==> src/design/ptd_pkg.sv <==
// Shared widths and handshake types for the trial-division primality tester.
// Used by ptd_rem_unit and primality_trial_division_unit; no dependencies.
package ptd_pkg;

    localparam int VALUE_WIDTH = 32;
    // Square of the running 6k bound; two extra bits cover the final overshoot
    localparam int SQ_W        = VALUE_WIDTH + 2;
    localparam int CNT_W       = $clog2(VALUE_WIDTH);

    // Request from the sequencer to the remainder unit
    typedef struct packed {
        logic                   start;
        logic [VALUE_WIDTH-1:0] dividend;
        logic [VALUE_WIDTH-1:0] divisor;
    } ptd_rem_req_t;

    // Status from the remainder unit back to the sequencer
    typedef struct packed {
        logic busy;
        logic done;
        logic zero;
    } ptd_rem_stat_t;

endpackage

==> src/design/ptd_rem_unit.sv <==
// Bit-serial restoring remainder unit: one quotient bit per cycle.
// Depends on ptd_pkg for widths and the request/status structs.
module ptd_rem_unit (
    input  logic                   clk,
    input  logic                   rst_n,
    input  ptd_pkg::ptd_rem_req_t  req,
    output ptd_pkg::ptd_rem_stat_t stat
);
    import ptd_pkg::*;

    logic                   busy_reg, busy_next;
    logic                   done_reg, done_next;
    logic                   zero_reg, zero_next;
    logic [CNT_W-1:0]       cnt_reg, cnt_next;
    logic [VALUE_WIDTH-1:0] dvd_reg, dvd_next;
    logic [VALUE_WIDTH-1:0] dsr_reg, dsr_next;
    logic [VALUE_WIDTH-1:0] rem_reg, rem_next;
    logic [VALUE_WIDTH:0]   trial;
    logic [VALUE_WIDTH-1:0] step_rem;

    // Shift in the next dividend bit and subtract when the divisor fits
    always_comb
    begin
        trial = {rem_reg, dvd_reg[VALUE_WIDTH-1]};
        if (trial >= {1'b0, dsr_reg})
        begin
            step_rem = VALUE_WIDTH'(trial - {1'b0, dsr_reg});
        end
        else
        begin
            step_rem = trial[VALUE_WIDTH-1:0];
        end
    end

    // Sequence one remainder over VALUE_WIDTH steps
    always_comb
    begin
        busy_next = busy_reg;
        done_next = 1'b0;
        zero_next = zero_reg;
        cnt_next  = cnt_reg;
        dvd_next  = dvd_reg;
        dsr_next  = dsr_reg;
        rem_next  = rem_reg;
        if (req.start)
        begin
            busy_next = 1'b1;
            cnt_next  = CNT_W'(VALUE_WIDTH - 1);
            dvd_next  = req.dividend;
            dsr_next  = req.divisor;
            rem_next  = '0;
        end
        else if (busy_reg)
        begin
            rem_next = step_rem;
            dvd_next = {dvd_reg[VALUE_WIDTH-2:0], 1'b0};
            cnt_next = cnt_reg - 1'b1;
            if (cnt_reg == '0)
            begin
                busy_next = 1'b0;
                done_next = 1'b1;
                zero_next = (step_rem == '0);
            end
        end
    end

    // Control state
    always_ff @(posedge clk or negedge rst_n)
    begin
        if (!rst_n)
        begin
            busy_reg <= 1'b0;
            done_reg <= 1'b0;
        end
        else
        begin
            busy_reg <= busy_next;
            done_reg <= done_next;
        end
    end

    // Datapath
    always_ff @(posedge clk)
    begin
        zero_reg <= zero_next;
        cnt_reg  <= cnt_next;
        dvd_reg  <= dvd_next;
        dsr_reg  <= dsr_next;
        rem_reg  <= rem_next;
    end

    assign stat.busy = busy_reg;
    assign stat.done = done_reg;
    assign stat.zero = zero_reg;

endmodule

==> src/design/primality_trial_division_unit.sv <==
// Primality tester by trial division over 6k+1 and 6k+5.
// 0, 1, 2, 3, 5 and even numbers are decided at classification; otherwise one remainder
// each for 3 and 5, then two remainders per round of k plus one bound check, with
// rounds while (6k)^2 <= number (about 10900 rounds at 32 bits).
// One transaction at a time through the shared bit-serial remainder unit.
// Reset (rst_n, async, active low) empties the sequencer and output register.
module primality_trial_division_unit (
    input  logic                            clk,
    input  logic                            rst_n,
    input  logic                            in_valid,
    output logic                            in_ready,
    input  logic [ptd_pkg::VALUE_WIDTH-1:0] number,
    output logic                            out_valid,
    input  logic                            out_ready,
    output logic                            is_prime_flag
);
    import ptd_pkg::*;

    localparam logic [2:0] ST_IDLE  = 3'd0;
    localparam logic [2:0] ST_CLASS = 3'd1;
    localparam logic [2:0] ST_WAIT  = 3'd2;
    localparam logic [2:0] ST_BOUND = 3'd3;
    localparam logic [2:0] ST_FIN   = 3'd4;

    localparam logic [1:0] PH_THREE = 2'd0;
    localparam logic [1:0] PH_FIVE  = 2'd1;
    localparam logic [1:0] PH_KP1   = 2'd2;
    localparam logic [1:0] PH_KP5   = 2'd3;

    logic [2:0]             state_reg, state_next;
    logic [1:0]             phase_reg, phase_next;
    logic                   start_reg, start_next;
    logic                   res_reg, res_next;
    logic                   out_valid_reg, out_valid_next;
    logic                   out_flag_reg, out_flag_next;
    logic [VALUE_WIDTH-1:0] n_reg, n_next;
    logic [VALUE_WIDTH-1:0] k6_reg, k6_next;
    logic [VALUE_WIDTH-1:0] div_reg, div_next;
    logic [SQ_W-1:0]        sq_reg, sq_next;
    logic [SQ_W-1:0]        k6_wide;
    ptd_rem_req_t           rem_req;
    ptd_rem_stat_t          rem_stat;

    assign k6_wide = SQ_W'(k6_reg);

    ptd_rem_unit u_rem (
        .clk   (clk),
        .rst_n (rst_n),
        .req   (rem_req),
        .stat  (rem_stat)
    );

    assign rem_req.start    = start_reg;
    assign rem_req.dividend = n_reg;
    assign rem_req.divisor  = div_reg;

    // Sequencer: classify, divide by 3 and 5, then walk 6k+1 and 6k+5
    always_comb
    begin
        state_next     = state_reg;
        phase_next     = phase_reg;
        start_next     = 1'b0;
        res_next       = res_reg;
        out_valid_next = out_valid_reg;
        out_flag_next  = out_flag_reg;
        n_next         = n_reg;
        k6_next        = k6_reg;
        div_next       = div_reg;
        sq_next        = sq_reg;

        // Drop the result once the sink takes it
        if (out_valid_reg && out_ready)
        begin
            out_valid_next = 1'b0;
        end

        case (state_reg)
            ST_IDLE:
            begin
                if (in_valid)
                begin
                    n_next     = number;
                    state_next = ST_CLASS;
                end
            end
            ST_CLASS:
            begin
                if (n_reg == VALUE_WIDTH'(2) || n_reg == VALUE_WIDTH'(3)
                    || n_reg == VALUE_WIDTH'(5))
                begin
                    res_next   = 1'b1;
                    state_next = ST_FIN;
                end
                else if (n_reg[VALUE_WIDTH-1:1] == '0 || !n_reg[0])
                begin
                    res_next   = 1'b0;
                    state_next = ST_FIN;
                end
                else
                begin
                    div_next   = VALUE_WIDTH'(3);
                    start_next = 1'b1;
                    phase_next = PH_THREE;
                    state_next = ST_WAIT;
                end
            end
            ST_WAIT:
            begin
                if (rem_stat.done)
                begin
                    if (rem_stat.zero)
                    begin
                        res_next   = 1'b0;
                        state_next = ST_FIN;
                    end
                    else
                    begin
                        case (phase_reg)
                            PH_THREE:
                            begin
                                div_next   = VALUE_WIDTH'(5);
                                start_next = 1'b1;
                                phase_next = PH_FIVE;
                            end
                            PH_FIVE:
                            begin
                                k6_next    = VALUE_WIDTH'(6);
                                sq_next    = SQ_W'(36);
                                state_next = ST_BOUND;
                            end
                            PH_KP1:
                            begin
                                div_next   = k6_reg + VALUE_WIDTH'(5);
                                start_next = 1'b1;
                                phase_next = PH_KP5;
                            end
                            default:
                            begin
                                // (k6+6)^2 = k6^2 + 12*k6 + 36
                                k6_next    = k6_reg + VALUE_WIDTH'(6);
                                sq_next    = sq_reg + (k6_wide << 3) + (k6_wide << 2)
                                             + SQ_W'(36);
                                state_next = ST_BOUND;
                            end
                        endcase
                    end
                end
            end
            ST_BOUND:
            begin
                if (sq_reg > SQ_W'(n_reg))
                begin
                    res_next   = 1'b1;
                    state_next = ST_FIN;
                end
                else
                begin
                    div_next   = k6_reg + VALUE_WIDTH'(1);
                    start_next = 1'b1;
                    phase_next = PH_KP1;
                    state_next = ST_WAIT;
                end
            end
            ST_FIN:
            begin
                // Hold the verdict until the output register is free
                if (!out_valid_reg || out_ready)
                begin
                    out_valid_next = 1'b1;
                    out_flag_next  = res_reg;
                    state_next     = ST_IDLE;
                end
            end
            default:
            begin
                state_next = ST_IDLE;
            end
        endcase
    end

    // Control state
    always_ff @(posedge clk or negedge rst_n)
    begin
        if (!rst_n)
        begin
            state_reg     <= ST_IDLE;
            start_reg     <= 1'b0;
            out_valid_reg <= 1'b0;
        end
        else
        begin
            state_reg     <= state_next;
            start_reg     <= start_next;
            out_valid_reg <= out_valid_next;
        end
    end

    // Datapath
    always_ff @(posedge clk)
    begin
        phase_reg    <= phase_next;
        res_reg      <= res_next;
        out_flag_reg <= out_flag_next;
        n_reg        <= n_next;
        k6_reg       <= k6_next;
        div_reg      <= div_next;
        sq_reg       <= sq_next;
    end

    assign in_ready      = (state_reg == ST_IDLE);
    assign out_valid     = out_valid_reg;
    assign is_prime_flag = out_flag_reg;

    // A remainder finishes only while the sequencer waits for it
    assert property (@(posedge clk) disable iff (!rst_n)
        rem_stat.done |-> (state_reg == ST_WAIT))
        else $error("remainder finished outside the wait state");

    // A launched remainder keeps the unit busy on the next cycle
    assert property (@(posedge clk) disable iff (!rst_n)
        start_reg |=> rem_stat.busy)
        else $error("remainder unit did not start");

    // The block takes no new transaction while the remainder unit works
    assert property (@(posedge clk) disable iff (!rst_n)
        in_ready |-> !rem_stat.busy)
        else $error("ready while remainder unit busy");

endmodule

==> config.mk <==
export PLATFORM = sky130hd
export DESIGN_NAME = primality_trial_division_unit
export DESIGN_NICKNAME = d
export VERILOG_FILES = /design/src/design/ptd_pkg.sv /design/src/design/ptd_rem_unit.sv /design/src/design/primality_trial_division_unit.sv
export SDC_FILE = /design/constraint.sdc
export NUM_CORES = 1
export LEC_CHECK = 0
export CORE_MARGIN = 3
export CORE_UTILIZATION = 40
export CTS_CLUSTER_DIAMETER = 80
export CTS_CLUSTER_SIZE = 12
export DETAILED_ROUTE_END_ITERATION = 7
export DONT_BUFFER_PORTS = 1
export PLACE_DENSITY = 0.58
export RECOVER_POWER = 100
export SLEW_MARGIN = 20
export SYNTH_ARGS = -nofsm -noshare
export SYNTH_HDL_FRONTEND = slang
export SYNTH_HIERARCHICAL = 1
export SYNTH_SLANG_ARGS = --single-unit
==> constraint.sdc <==
create_clock -name clk -period 4.16 [get_ports clk]
set_clock_uncertainty 0.05 [all_clocks]
set_input_delay 0 -clock clk [delete_from_list [all_inputs] [get_ports clk]]
set_output_delay 0 -clock clk [all_outputs]
set_load 0.02 [all_outputs]
# Word-level counts from Yosys, hierarchy flattened
# Cells that the tools add are included.
# classes
n_eq_ne,21
n_mux,50
reduce_logical,22
bitwise,3
n_lt_le_gt_ge,2
add_sub_neg,8
# ops
cell,count
$mux 32,8
$pmux 32 s2,2
$pmux 32 s3,1
$add 34x34->34,2
$pmux 34 s2,1
$add 32x3->32 const B,2
$eq 32x2->1 const B,2
$add 34x6->34 const B,1
$gt 34x32->1,1
$ge 33x32->1,1
$add 32x1->32 const B,1
$eq 32x3->1 const B,1
$logic_not 32->1,1
$sub 32x32->32,1
$logic_not 31->1,1
$mux 3,8
$mux 1,20
$pmux 3 s5,1
$ne 2x2->1 const B,7
$mux 2,5
$reduce_and 4->1,2
$reduce_and 7->1,1
$eq 3x2->1 const B,2
$ne 3x3->1 const B,2
23 further kinds,32
# word_totals
out_inout_bits,3
wordCells,123
register_bits,243
in_bits,36

# Logic depth before layout (Yosys ltp)
# Gate-level depths: netlist of run 1.
# depth
depth_word,6
mapped_depth,14
mapped_depth_nobuf,13

# Hierarchy
# Netlist of run 1, hierarchy kept.
# by_module_without_submodules
mod,instances,area_each_um2,cells_each
primality_trial_division_unit,1,10227.3,1024
ptd_rem_unit,1,6562.5,669

# Worst setup path after synthesis of run 1
# OpenSTA, ideal clock, no wires.
# synth_path
kind,register -> register
startpoint,reg state_reg[0]
endpoint,reg n_reg[0] (enable)
t_arrival_ns,3.022
setup_slack_ns,0.620
synth_period_minus_slack_ns,3.540
path_buffers,1
setup_time_ns,0.468
stages_incl_launch_ff,3
t_required_ns,3.642
path_cell_list,dfrtp_1 > clkbuf_1 > nor3b_1
# synth_between
elab_chain_len,2
# synth_lines
element,line,rtl
"start, declared",primality_trial_division_unit.sv:30,"logic [2:0] state_reg, state_next;"
"start signal, assigned",primality_trial_division_unit.sv:192,state_reg <= state_next;
$logic_not 3->1,primality_trial_division_unit.sv:77,case (state_reg)
$reduce_and 2->1 (no line),-,
"end signal, assigned",primality_trial_division_unit.sv:204,n_reg <= n_next;
"end, declared",primality_trial_division_unit.sv:36,"logic [VALUE_WIDTH-1:0] n_reg, n_next;"
# No other way between the ends.
# A chain may end at the register's enable or synchronous reset.

# Final worst setup path of run 1
# layout_path
startpoint,reg k6_reg[1]
endpoint,"reg sq_reg[22], data pin"
# layout_between
elab_chain_len,4
# layout_lines
element,line,rtl
"start, declared",primality_trial_division_unit.sv:37,"logic [VALUE_WIDTH-1:0] k6_reg, k6_next;"
"start signal, assigned",primality_trial_division_unit.sv:205,k6_reg <= k6_next;
$add 34x34->34,primality_trial_division_unit.sv:141,sq_next = sq_reg + (k6_wide << 3) + (k6_wide << 2)
$add 34x34->34 (*),primality_trial_division_unit.sv:141,
$add 34x6->34 (*),primality_trial_division_unit.sv:142,+ SQ_W'(36);
$pmux 34 s2 (*),primality_trial_division_unit.sv:118,case (phase_reg)
"end signal, assigned",primality_trial_division_unit.sv:207,sq_reg <= sq_next;
"end, declared",primality_trial_division_unit.sv:39,"logic [SQ_W-1:0] sq_reg, sq_next;"
# Mark *: on every way between the ends. The rest lies on a longest branch, timed or not.

==> flow_summary_export.csv, run 1 <==
group,metric,value,unit
outcome,status,"complete, but fails checks",
outcome,failed_checks,"capacitance limit, slew limit",
global_route,grt_use_total,0.191,
power_and_ir_drop,p_clk_frac,0.199,
clock_tree,cts_sinks,240,
power_and_ir_drop,p_switching,0.00417,W
floorplanning,initial_core_util,0.408,
route,firstDrtPassIters,5,
power_and_ir_drop,pwr-share-comb,0.434,
placement,port_buffers,0,
synth,avgSynthCellArea,9.92,µm²
power_and_ir_drop,vdd_drop_max,0.355,mV
worst_setup_path,path_max_fanout,4,
global_route,grt-ovfl-total,0,
floorplanning,io_pins,39,
route,wl_per_cell,18.9,µm
route,wirelength,42.4,mm
placement,dpl.hpwl,31.9,mm
global_route,grt_pass1_wl,68.1,mm
synth,synth_warnings,6,
timing,period_needed,3930,ps
placement,place_ws,431,ps
layout,antenna_cells,0,
timing,tightest_slew,1900,ps
global_route,antenna_found_initial,0,
placement,dp.cells,2164,
layout,fillers,3944,
layout,final_layout_size_suffix_gt1_frac,0.0660,
layout,regArea,0.00680,mm²
synth,syn-num-nets,1912,
clock_tree,numCtsBuffers,24,
floorplanning,die_height,211,µm
floorplanning,die-area,0.0444,mm²
timing,tns,0,ps
worst_hold_path,hold_class,"input pin to register",
layout,stdcell_count,2244,
timing,period_share,0.945,
power_and_ir_drop,swShare,0.397,
power_and_ir_drop,cellLeakagePower,7.25,nW
worst_setup_path,end_kind,"register",
clock_tree,cts-root-buf,"clkbuf_16",
layout,multiInputGateArea,0.00884,mm²
floorplanning,die_x,211,µm
power_and_ir_drop,seq_power_share,0.367,
timing,maxSlewViolCount,161,
route,drtAntennaViolNets,0,
floorplanning,fp-row-count,74,
timing,rsz0062_at_grt,"false",
worst_setup_path,arrival,4110,ps
clock_tree,cts_tree,"done",
layout,nets,1914,
job,max_cap_violations,4,
timing,whs,33.2,ps
route,drc,0,
route,dr_total_vias,12500,
placement,gp_congestion,0.904,
timing,fmax,0.254,GHz
power_and_ir_drop,cellPowerDensity,578,mW/mm²
power_and_ir_drop,p_int,0.00634,W
clock_tree,clk_pin_slew,70,ps
clock_tree,post_cts_resized,0,
synth,syn_area,0.0168,mm²
clock_tree,htreeDepth,1,
clock_tree,clockBufferDepth,3,
global_route,grt_max_degree,73,
floorplanning,core-area,0.0411,mm²
route,drt-initial-drc-count,910,
global_route,grt_pass1_vias,12200,
layout,synthToLayoutAreaGrowth,8.36,%
timing,finalWorstSetupSlack,227,ps
route,viasPerCell,5.57,
timing,finalSetupViolations,0,
timing,finalHoldViolCount,0,
synth,syn_inst,1692,
worst_setup_path,cp-start-kind,"register",
clock_tree,clkLatencyLatePin,550,ps
worst_setup_path,cp.required,4330,ps
worst_setup_path,critPathKind,"register to register",
timing,slew_headroom,-0.271,
==> per-layer routing <==
layer | global-route usage | share of wire | vias to the layer above
met2 | 0.317 | 0.47 | 284
met1 | 0.261 | 0.46 | 6005
met3 | 0.0203 | 0.037 | 82
met5 | 0 | 0 | -
li1 | - | - | 6118
met4 | 0.0709 | 0.039 | 0
==> through the flow <==
| step | utilization | cell area (µm²) | total power [W] |
|---|---|---|---|
| floorplan | - | 16800 | 0.00734 |
| global placement | 0.419 | 17200 | 0.00839 |
| detailed placement | 0.419 | 17200 | 0.00844 |
| CTS | 0.445 | 18300 | 0.0106 |
| global route | 0.442 | 18200 | 0.0113 |
| finish | 0.442 | 18200 | 0.0105 |
==> final cells by class <==
| type | count | share of cell area |
|---|---|---|
| tap | 532 | 0.0366 |
| clock buffer | 43 | 0.0393 |
| inverter | 180 | 0.0372 |
| timing repair buffer | 52 | 0.0261 |
| sequential | 240 | 0.374 |
| clock inverter | 1 | 0.000482 |
| multi-input combinational | 1196 | 0.486 |
==> critical path, stage by stage (launching register included) <==
cell	delay, ps
edfxtp_1	410
inv_1	130
fa_1	570
inv_1	50
ha_1	270
ha_1	160
inv_1	50
fa_1	390
nand2b_1	180
a211oi_1	610
o211ai_1	260
a21oi_1	230
o21ai_0	90
nor3b_1	150
==> what timing repair did <==
action	CTS	global route
hold buffers	36	0
setup buffers	0	0
endpoints found under the hold margin	43	0
==> layout by cell type, fill, tap and decap left out, drive strengths merged, types with 7 or more instances in the layout <==
cell type	n
nand2	114
o21ai	80
o211ai	12
o21bai	9
clkbuf	50
a211oi	34
a21o	23
nand4	36
nor3b	7
o31ai	9
dlygate4sd3	36
nor2b	15
nor4	20
a31oi	15
edfxtp	196
nor2	139
ha	153
nand3	50
o21a	23
buf	9
o2111ai	7
a21oi	118
mux2i	21
and3	13
dfrtp	7
and2	15
nand2b	16
xnor2	49
fa	31
o22ai	11
dfxtp	37
and4	7
mux2	32
xor2	18
inv	181
or3	13
nor3	44
==> path summary, 6_finish.rpt <==
path                                          startpoint                    endpoint  slack (ps)  depth (start not counted)
max in group asynchronous                          rst_n    u_rem/busy_reg$_DFF_PN0_        3480                          2
worst max register to register   k6_reg[1]$_SDFFCE_PN1P_    sq_reg[22]$_SDFFCE_PN0P_         230                         13
worst min-delay path                          number[21]         n_reg[21]$_DFFE_PP_          30                          1
worst max-delay path             k6_reg[1]$_SDFFCE_PN1P_    sq_reg[22]$_SDFFCE_PN0P_         230                         13
min in group asynchronous                          rst_n    u_rem/done_reg$_DFF_PN0_         290                          2
worst min register to register  div_reg[0]$_SDFFCE_PP1P_  u_rem/dsr_reg[0]$_DFFE_PP_         360                          0
==> power groups by stage <==
stage / sequential, W / clock [W] / combinational, W
2_1_floorplan: 0.00370 / 0 / 0.00364
3_3_place_gp: 0.00389 / 0 / 0.00450
3_5_place_dp: 0.00390 / 0 / 0.00454
4_1_cts: 0.00385 / 0.00216 / 0.00460
5_1_grt: 0.00393 / 0.00225 / 0.00507
6_report: 0.00385 / 0.00210 / 0.00456
No activity file was read; power rests on OpenSTA's default activity.
==> run 2: changes to the inputs <==
- SYNTH_HIERARCHICAL: 1 -> default
==> run 2 against run 1 <==
The flow still finishes with violations (capacitance limit, slew limit). Global-route usage is 1.2 points lower. Non-clock buffer count grew 56. Die area down 7.2%. Fmax shrank 1.9%. Critical path depth rose by 1. Highest routed layer unchanged.
==> flow_summary_export.csv, run 2 <==
group,metric,value,unit
layout,stdcell_count,2103,
synth,avgSynthCellArea,10.4,µm²
clock_tree,htreeDepth,1,
layout,fillers,3605,
synth,yosysTopAreaCell,"edfxtp_1",
global_route,antenna_found_initial,1,
timing,whs,26.5,ps
timing,fmax,0.249,GHz
synth,synth-xor-area-share,0.0451,
clock_tree,clockBufferDepth,3,
floorplanning,io_pins,39,
clock_tree,clkLatencyLatePin,560,ps
worst_hold_path,min_path_cells,1,
synth,syn_inst,1488,
synth,synthAdderAreaFrac,0.163,
timing,period_share,0.963,
route,drt-initial-drc-count,759,
worst_setup_path,reg2reg_depth,14,
synth,synth_seq_cells,240,
synth,synthMuxAreaShare,0.0334,
route,drtAntennaViolNets,0,
synth,synth_top_area_frac,0.379,
clock_tree,cts-root-buf,"clkbuf_16",
route,firstDrtPassIters,7,
power_and_ir_drop,cellPowerDensity,593,mW/mm²
synth,synth.most_common_cell,"edfxtp_1",
floorplanning,initial_core_util,0.409,
global_route,grt_pass1_wl,60.3,mm
worst_hold_path,min_from,"number[28]",
global_route,grt_max_degree,64,
synth,ys.flop_type,"edfxtp_1",
route,drc,0,
layout,synthToLayoutAreaGrowth,14.3,%
power_and_ir_drop,vdd_drop_max,0.492,mV
layout,final_common_cell,"edfxtp_1",
floorplanning,fp-row-count,71,
route,viasPerCell,5.34,
worst_setup_path,path_max_fanout,5,
timing,period_needed,4010,ps
synth,synth_edf_count,196,
layout,layout_common_cells,"196 x edfxtp_1, 152 x nor2_1, 152 x ha_1",
timing,slew_headroom,-0.178,
layout,final_layout_size_suffix_gt1_frac,0.0779,
global_route,grt_pass1_vias,11300,
synth,syn-num-nets,1708,
synth,synth-compound-area-share,0.150,
timing,rsz0062_at_grt,"false",
clock_tree,numCtsBuffers,26,
worst_setup_path,critPathKind,"register to register",
clock_tree,cts_sinks,240,
synth,async_flop_share,0.0292,
worst_hold_path,hold_class,"input pin to register",
floorplanning,die_x,203,µm
timing,tightest_slew,1770,ps
floorplanning,die_height,203,µm
clock_tree,cts_tree,"done",
worst_setup_path,r2r_slack,150,ps
synth,ys_seq_area_frac,0.438,
job,max_cap_violations,2,
synth,synth_common_cells,"196 x edfxtp_1, 155 x nor2_1, 153 x ha_1, 107 x nand2_1, 97 x inv_1",
global_route,grt-ovfl-total,0,
outcome,status,"complete, but fails checks",
layout,final_area,0.0178,mm²
route,wirelength,36.5,mm
global_route,grt_use_total,0.179,
synth,syn_area,0.0155,mm²
worst_setup_path,arrival,4250,ps
route,wl_per_cell,17.4,µm
worst_setup_path,r2r_end,"sq_reg[32]$_SDFFCE_PN0P_",
layout,antenna_cells,0,
timing,maxSlewViolCount,97,
timing,finalSetupViolations,0,
worst_hold_path,holdPathEnd,"n_reg[28]$_DFFE_PP_",
clock_tree,clk_pin_slew,70,ps
placement,gp_congestion,0.856,
synth,yosysUniqueCellTypes,75,
synth,synth_top_family_by_area,"adder cells",
worst_setup_path,end_kind,"register",
route,dr_total_vias,11200,
placement,dpl_cell_area,0.0163,mm²
floorplanning,core-area,0.0380,mm²
synth,synth.area.top_cells,"edfxtp_1 38%, ha_1 12%, dfxtp_1 4.8%",
placement,port_buffers,0,
timing,tns,0,ps
placement,dpl.hpwl,26.6,mm
power_and_ir_drop,cellLeakagePower,7.13,nW
synth,synth-simple-area-share,0.134,
timing,finalHoldViolCount,0,
worst_setup_path,r2r_start,"k6_reg[3]$_SDFFCE_PN0P_",
outcome,failed_checks,"capacitance limit, slew limit",
layout,nets,1798,
synth,synth_warnings,0,
worst_setup_path,cp.required,4400,ps
worst_setup_path,cp-start-kind,"register",
floorplanning,die-area,0.0413,mm²
placement,dp.cells,1995,
run 2: worst max path at each step:
| stage | startpoint | endpoint | slack, ps | cells after the start |
|---|---|---|---|---|
| 6_report | k6_reg[3]$_SDFFCE_PN0P_ | sq_reg[32]$_SDFFCE_PN0P_ | 150 | 14 |
| 5_1_grt | sq_reg[4]$_SDFFCE_PN0P_ | sq_reg[27]$_SDFFCE_PN0P_ | 2 | 15 |
| 4_1_cts | k6_reg[1]$_SDFFCE_PN1P_ | sq_reg[30]$_SDFFCE_PN0P_ | 10 | 15 |
| 3_5_place_dp | k6_reg[1]$_SDFFCE_PN1P_ | sq_reg[30]$_SDFFCE_PN0P_ | -70 | 15 |
| 3_3_place_gp | k6_reg[1]$_SDFFCE_PN1P_ | sq_reg[31]$_SDFFCE_PN0P_ | -40 | 15 |
| 2_1_floorplan | k6_reg[2]$_SDFFCE_PN1P_ | sq_reg[33]$_SDFFCE_PN0P_ | 180 | 13 |
run 2: critical path, cell delays in order (launching register included):
cell and delay, ps:
edfxtp_1 400, buf_4 180, fa_1 490, ha_1 340, ha_4 260, nor2b_2 160, o31a_1 330, o21ba_2 220
o211ai_1 220, nand4b_1 140, a41o_1 300, a21o_1 200, a221oi_2 240, xor2_1 160, nor2_1 50
run 2: area by class of cell:
cell class	instances	area, µm²	area share
Clock inverter	5	67.6	0.00380
Tap cell	511	639	0.0360
Multi-Input combinational cell	1105	8250	0.464
Clock buffer	37	713	0.0402
Timing Repair Buffer	108	925	0.0521
Inverter	97	364	0.0205
Sequential cell	240	6800	0.383
run 2: cell families (layout without fill, tap and decap cells):
kind of cell | Yosys count | after routing
compound gates | 351 | 351
xor+xnor | 80 | 80
fa+ha+maj | 184 | 184
buf+inv | 143 | 247
flops | 240 | 240
mux | 48 | 48
other cells | 1 | 1
simple gates | 441 | 441
run 2: metal layers:
layer  vias up  share of wire  wire [µm]  global-route usage
li1       5646              -          -                   -
met1      5308           0.48      17400               0.247
met2       215           0.46      16700               0.292
met3        65          0.034       1230              0.0229
met4         0          0.033       1210              0.0585
met5         -              0          0                   0
run 2: timing repair:
action / 4_1_cts / 5_1_grt
buffers inserted: 0 / 4
hold buffers: 62 / 0
endpoints found under the hold margin: 76 / 0
setup endpoints to repair: 5 / 9
gates resized for setup: 2 / 14
pin swaps: 1 / 7
run 2: where the power goes:
group | total (W) | switching (W) | internal [W]
logic | 0.00450 | 0.00266 | 0.00183
clock network | 0.00221 | 0.000959 | 0.00125
registers | 0.00382 | 0.000438 | 0.00339
run 2: through the flow:
stage / power [W] / util / setup WS, ps
after floorplan: 0.00717 / - / 178
after global placement: 0.00828 / 0.430 / -43.9
after detailed placement: 0.00832 / 0.430 / -68.2
after CTS: 0.0106 / 0.467 / 14.0
after global routing: 0.0113 / 0.467 / 2.48
final: 0.0105 / 0.467 / 152
==> run 3: changes to the inputs <==
- ABC_AREA: default -> 1
==> run 3 against run 2 <==
The flow still finishes with violations (capacitance limit, slew limit). Fmax increased by 7.0%. Total power decreased by 3.1%. Global-route usage increased by 1.2 points. First-iteration DRC count increased by 17%.
==> flow_summary_export.csv, run 3 <==
group,metric,value,unit
outcome,status,"complete, but fails checks",
outcome,failed_checks,"capacitance limit, slew limit",
synth,synth_seq_cells,240,
power_and_ir_drop,p_switching,0.00422,W
worst_setup_path,slowest_stage,"fa_1",
placement,dpl.hpwl,32.2,mm
power_and_ir_drop,swShare,0.413,
worst_setup_path,r2r_slack,410,ps
synth,synthAdderAreaFrac,0.155,
worst_setup_path,r2r_end,"sq_reg[24]$_SDFFCE_PN0P_",
synth,synth.area.top_cells,"edfxtp_1 36%, ha_1 12%, nand2_1 11%",
power_and_ir_drop,finalPower,0.0102,W
floorplanning,die-area,0.0434,mm²
clock_tree,cts_tree,"done",
synth,yosysTopAreaCell,"edfxtp_1",
layout,nets,2238,
worst_setup_path,r2r_start,"k6_reg[1]$_SDFFCE_PN1P_",
clock_tree,htreeDepth,1,
power_and_ir_drop,p_clk_frac,0.195,
floorplanning,core-area,0.0401,mm²
synth,synth_top_family_by_area,"simple AND/OR/NAND/NOR gates",
clock_tree,cts-root-buf,"clkbuf_16",
timing,tightest_slew,1960,ps
timing,slew_headroom,-0.303,
synth,ys.flop_type,"edfxtp_1",
clock_tree,cts_sinks,240,
worst_setup_path,critPathKind,"register to register",
synth,synth-xor-area-share,0.0225,
route,drt-initial-drc-count,887,
synth,synth.most_common_cell,"nand2_1",
layout,layout_common_cells,"466 x nand2_1, 320 x inv_1, 196 x edfxtp_1",
synth,yosysUniqueCellTypes,54,
clock_tree,clkLatencyLatePin,540,ps
floorplanning,io_pins,39,
layout,synthToLayoutAreaGrowth,10.1,%
timing,period_share,0.901,
floorplanning,fp-row-count,73,
route,viasPerCell,5.12,
worst_setup_path,cp.required,4400,ps
global_route,antenna_found_initial,0,
power_and_ir_drop,cellPowerDensity,566,mW/mm²
synth,synth_edf_count,196,
route,wl_per_cell,16.3,µm
timing,finalHoldViolCount,0,
job,max_cap_violations,5,
layout,final_common_cell,"nand2_1",
worst_setup_path,crit_chain,"fa_1 > fa_1 > inv_1 > fa_1 > o21ai_1 > inv_1 > o21bai_2 > nand2_1 > nand2_1 > inv_1 > o21ai_1 > nand2_1 > o21ai_1 > nand2_1 > nand2_1 > nor2_1",
floorplanning,initial_core_util,0.408,
route,firstDrtPassIters,5,
global_route,grt_use_total,0.190,
timing,tns,0,ps
clock_tree,clk_pin_slew,70,ps
worst_setup_path,slowest_delay,550,ps
worst_hold_path,min_path_cells,1,
synth,avgSynthCellArea,8.32,µm²
worst_hold_path,holdPathEnd,"n_reg[0]$_DFFE_PP_",
synth,syn_area,0.0164,mm²
timing,period_needed,3750,ps
power_and_ir_drop,pwr-share-comb,0.444,
timing,whs,37.1,ps
synth,syn-num-nets,2189,
worst_hold_path,min_from,"number[0]",
synth,async_flop_share,0.0292,
clock_tree,clockBufferDepth,3,
global_route,grt-ovfl-total,0,
power_and_ir_drop,vdd_drop_max,0.425,mV
layout,final_layout_size_suffix_gt1_frac,0.0340,
worst_setup_path,crit_buf_inv,3,
worst_setup_path,cp_common_cell,"nand2_1",
global_route,grt_max_degree,64,
global_route,grt_pass1_wl,67.4,mm
route,dr_total_vias,13100,
worst_hold_path,hold_class,"input pin to register",
clock_tree,numCtsBuffers,24,
timing,finalSetupViolations,0,
worst_setup_path,arrival,3990,ps
synth,synthMuxAreaShare,0,
timing,maxSlewViolCount,226,
worst_setup_path,end_kind,"register",
worst_setup_path,reg2reg_depth,16,
route,drc,0,
floorplanning,die_x,208,µm
synth,synth_top_area_frac,0.359,
placement,dpl_cell_area,0.0170,mm²
synth,synth-compound-area-share,0.117,
timing,rsz0062_at_grt,"false",
synth,ys_seq_area_frac,0.415,
synth,synth_warnings,0,
power_and_ir_drop,p_int,0.00599,W
worst_setup_path,cp-start-kind,"register",
placement,port_buffers,0,
timing,fmax,0.267,GHz
worst_setup_path,crit_family,"adder cells",
synth,syn_inst,1969,
route,wirelength,41.6,mm
synth,synth_common_cells,"466 x nand2_1, 319 x inv_1, 196 x edfxtp_1, 173 x nor2_1, 153 x ha_1",
synth,synth-simple-area-share,0.207,
power_and_ir_drop,seq_power_share,0.361,
layout,antenna_cells,0,
floorplanning,die_height,208,µm
route,drtAntennaViolNets,0,
placement,gp_congestion,0.908,
worst_setup_path,path_max_fanout,5,
layout,final_area,0.0180,mm²
global_route,grt_pass1_vias,12900,
power_and_ir_drop,cellLeakagePower,8.23,nW
-- run 3: cell count changes in the layout (fill, tap and decap cells not counted), moves of 20 or more --
| cell | previous run | this run |
|---|---|---|
| a22o_1 | 1 | 25 |
| buf_4 | 25 | 5 |
| a21oi_1 | 81 | 117 |
| mux2_2 | 28 | 0 |
| a211oi_1 | 23 | 2 |
| nand3_1 | 27 | 84 |
| nand2_1 | 107 | 466 |
| a21o_1 | 40 | 7 |
| inv_1 | 97 | 320 |
| dlygate4sd3_1 | 62 | 36 |
| o21ai_0 | 86 | 124 |
| xnor2_1 | 37 | 4 |
-- run 3: cell type report --
cell class	count	area, µm²
Tap cell	525	657
Clock buffer	35	642
Multi-Input combinational cell	1375	8230
Sequential cell	240	6800
Timing Repair Buffer	52	442
Inverter	325	1220
Clock inverter	3	32.5
Fill cell	3944	22100
-- run 3: logic make-up after synthesis --
family                   count (synthesis)
XOR/XNOR                                42
other                                    1
buffers and inverters                  354
adder cells (fa/ha/maj)                184
AO/OA/AOI/OAI                          336
AND/OR/NAND/NOR                        812
flip-flops                             240
-- run 3: repair_timing --
item                       CTS  global route
hold buffers                36             0
setup buffers                0             3
setup endpoints to repair    0             1
gates resized for setup      0             1
hold endpoints to repair    77             0
-- run 3: worst max-delay path by stage --
stage	endpoint	startpoint	cells past startpoint	slack, ps
after global routing	sq_reg[24]$_SDFFCE_PN0P_	k6_reg[1]$_SDFFCE_PN1P_	16	110
after floorplan	k6_reg[10]$_SDFFCE_PN0P_	state_reg[2]$_DFFE_PN0P_	7	190
after CTS	sq_reg[24]$_SDFFCE_PN0P_	k6_reg[2]$_SDFFCE_PN1P_	18	290
after global placement	sq_reg[24]$_SDFFCE_PN0P_	k6_reg[2]$_SDFFCE_PN1P_	18	380
after detailed placement	sq_reg[24]$_SDFFCE_PN0P_	k6_reg[2]$_SDFFCE_PN1P_	18	320
final	sq_reg[24]$_SDFFCE_PN0P_	k6_reg[1]$_SDFFCE_PN1P_	16	410
-- run 3: per-stage QoR --
stage / std cells / utilization / setup WS, ps
finish: 2555 / 0.450 / 412
global route: 2555 / 0.450 / 110
CTS: 2552 / 0.451 / 288
detailed placement: 2478 / 0.425 / 321
global placement: 2478 / 0.425 / 377
floorplan: 1969 / - / 189
-- run 3: power groups by stage --
| stage | registers, W | logic, W | clock network [W] |
|---|---|---|---|
| global placement | 0.00371 | 0.00448 | 0 |
| detailed placement | 0.00372 | 0.00451 | 0 |
| CTS | 0.00367 | 0.00457 | 0.00204 |
| global route | 0.00375 | 0.00521 | 0.00213 |
| finish | 0.00368 | 0.00453 | 0.00200 |
| floorplan | 0.00366 | 0.00345 | 0 |
-- run 3: layer usage --
| metal | track usage | vias to the layer above | wire length [µm] |
|---|---|---|---|
| met4 | 0.0695 | 0 | 1680 |
| met5 | 0 | - | 0 |
| met1 | 0.255 | 6105 | 18900 |
| li1 | - | 6634 | - |
| met2 | 0.321 | 254 | 19700 |
| met3 | 0.0193 | 90 | 1320 |
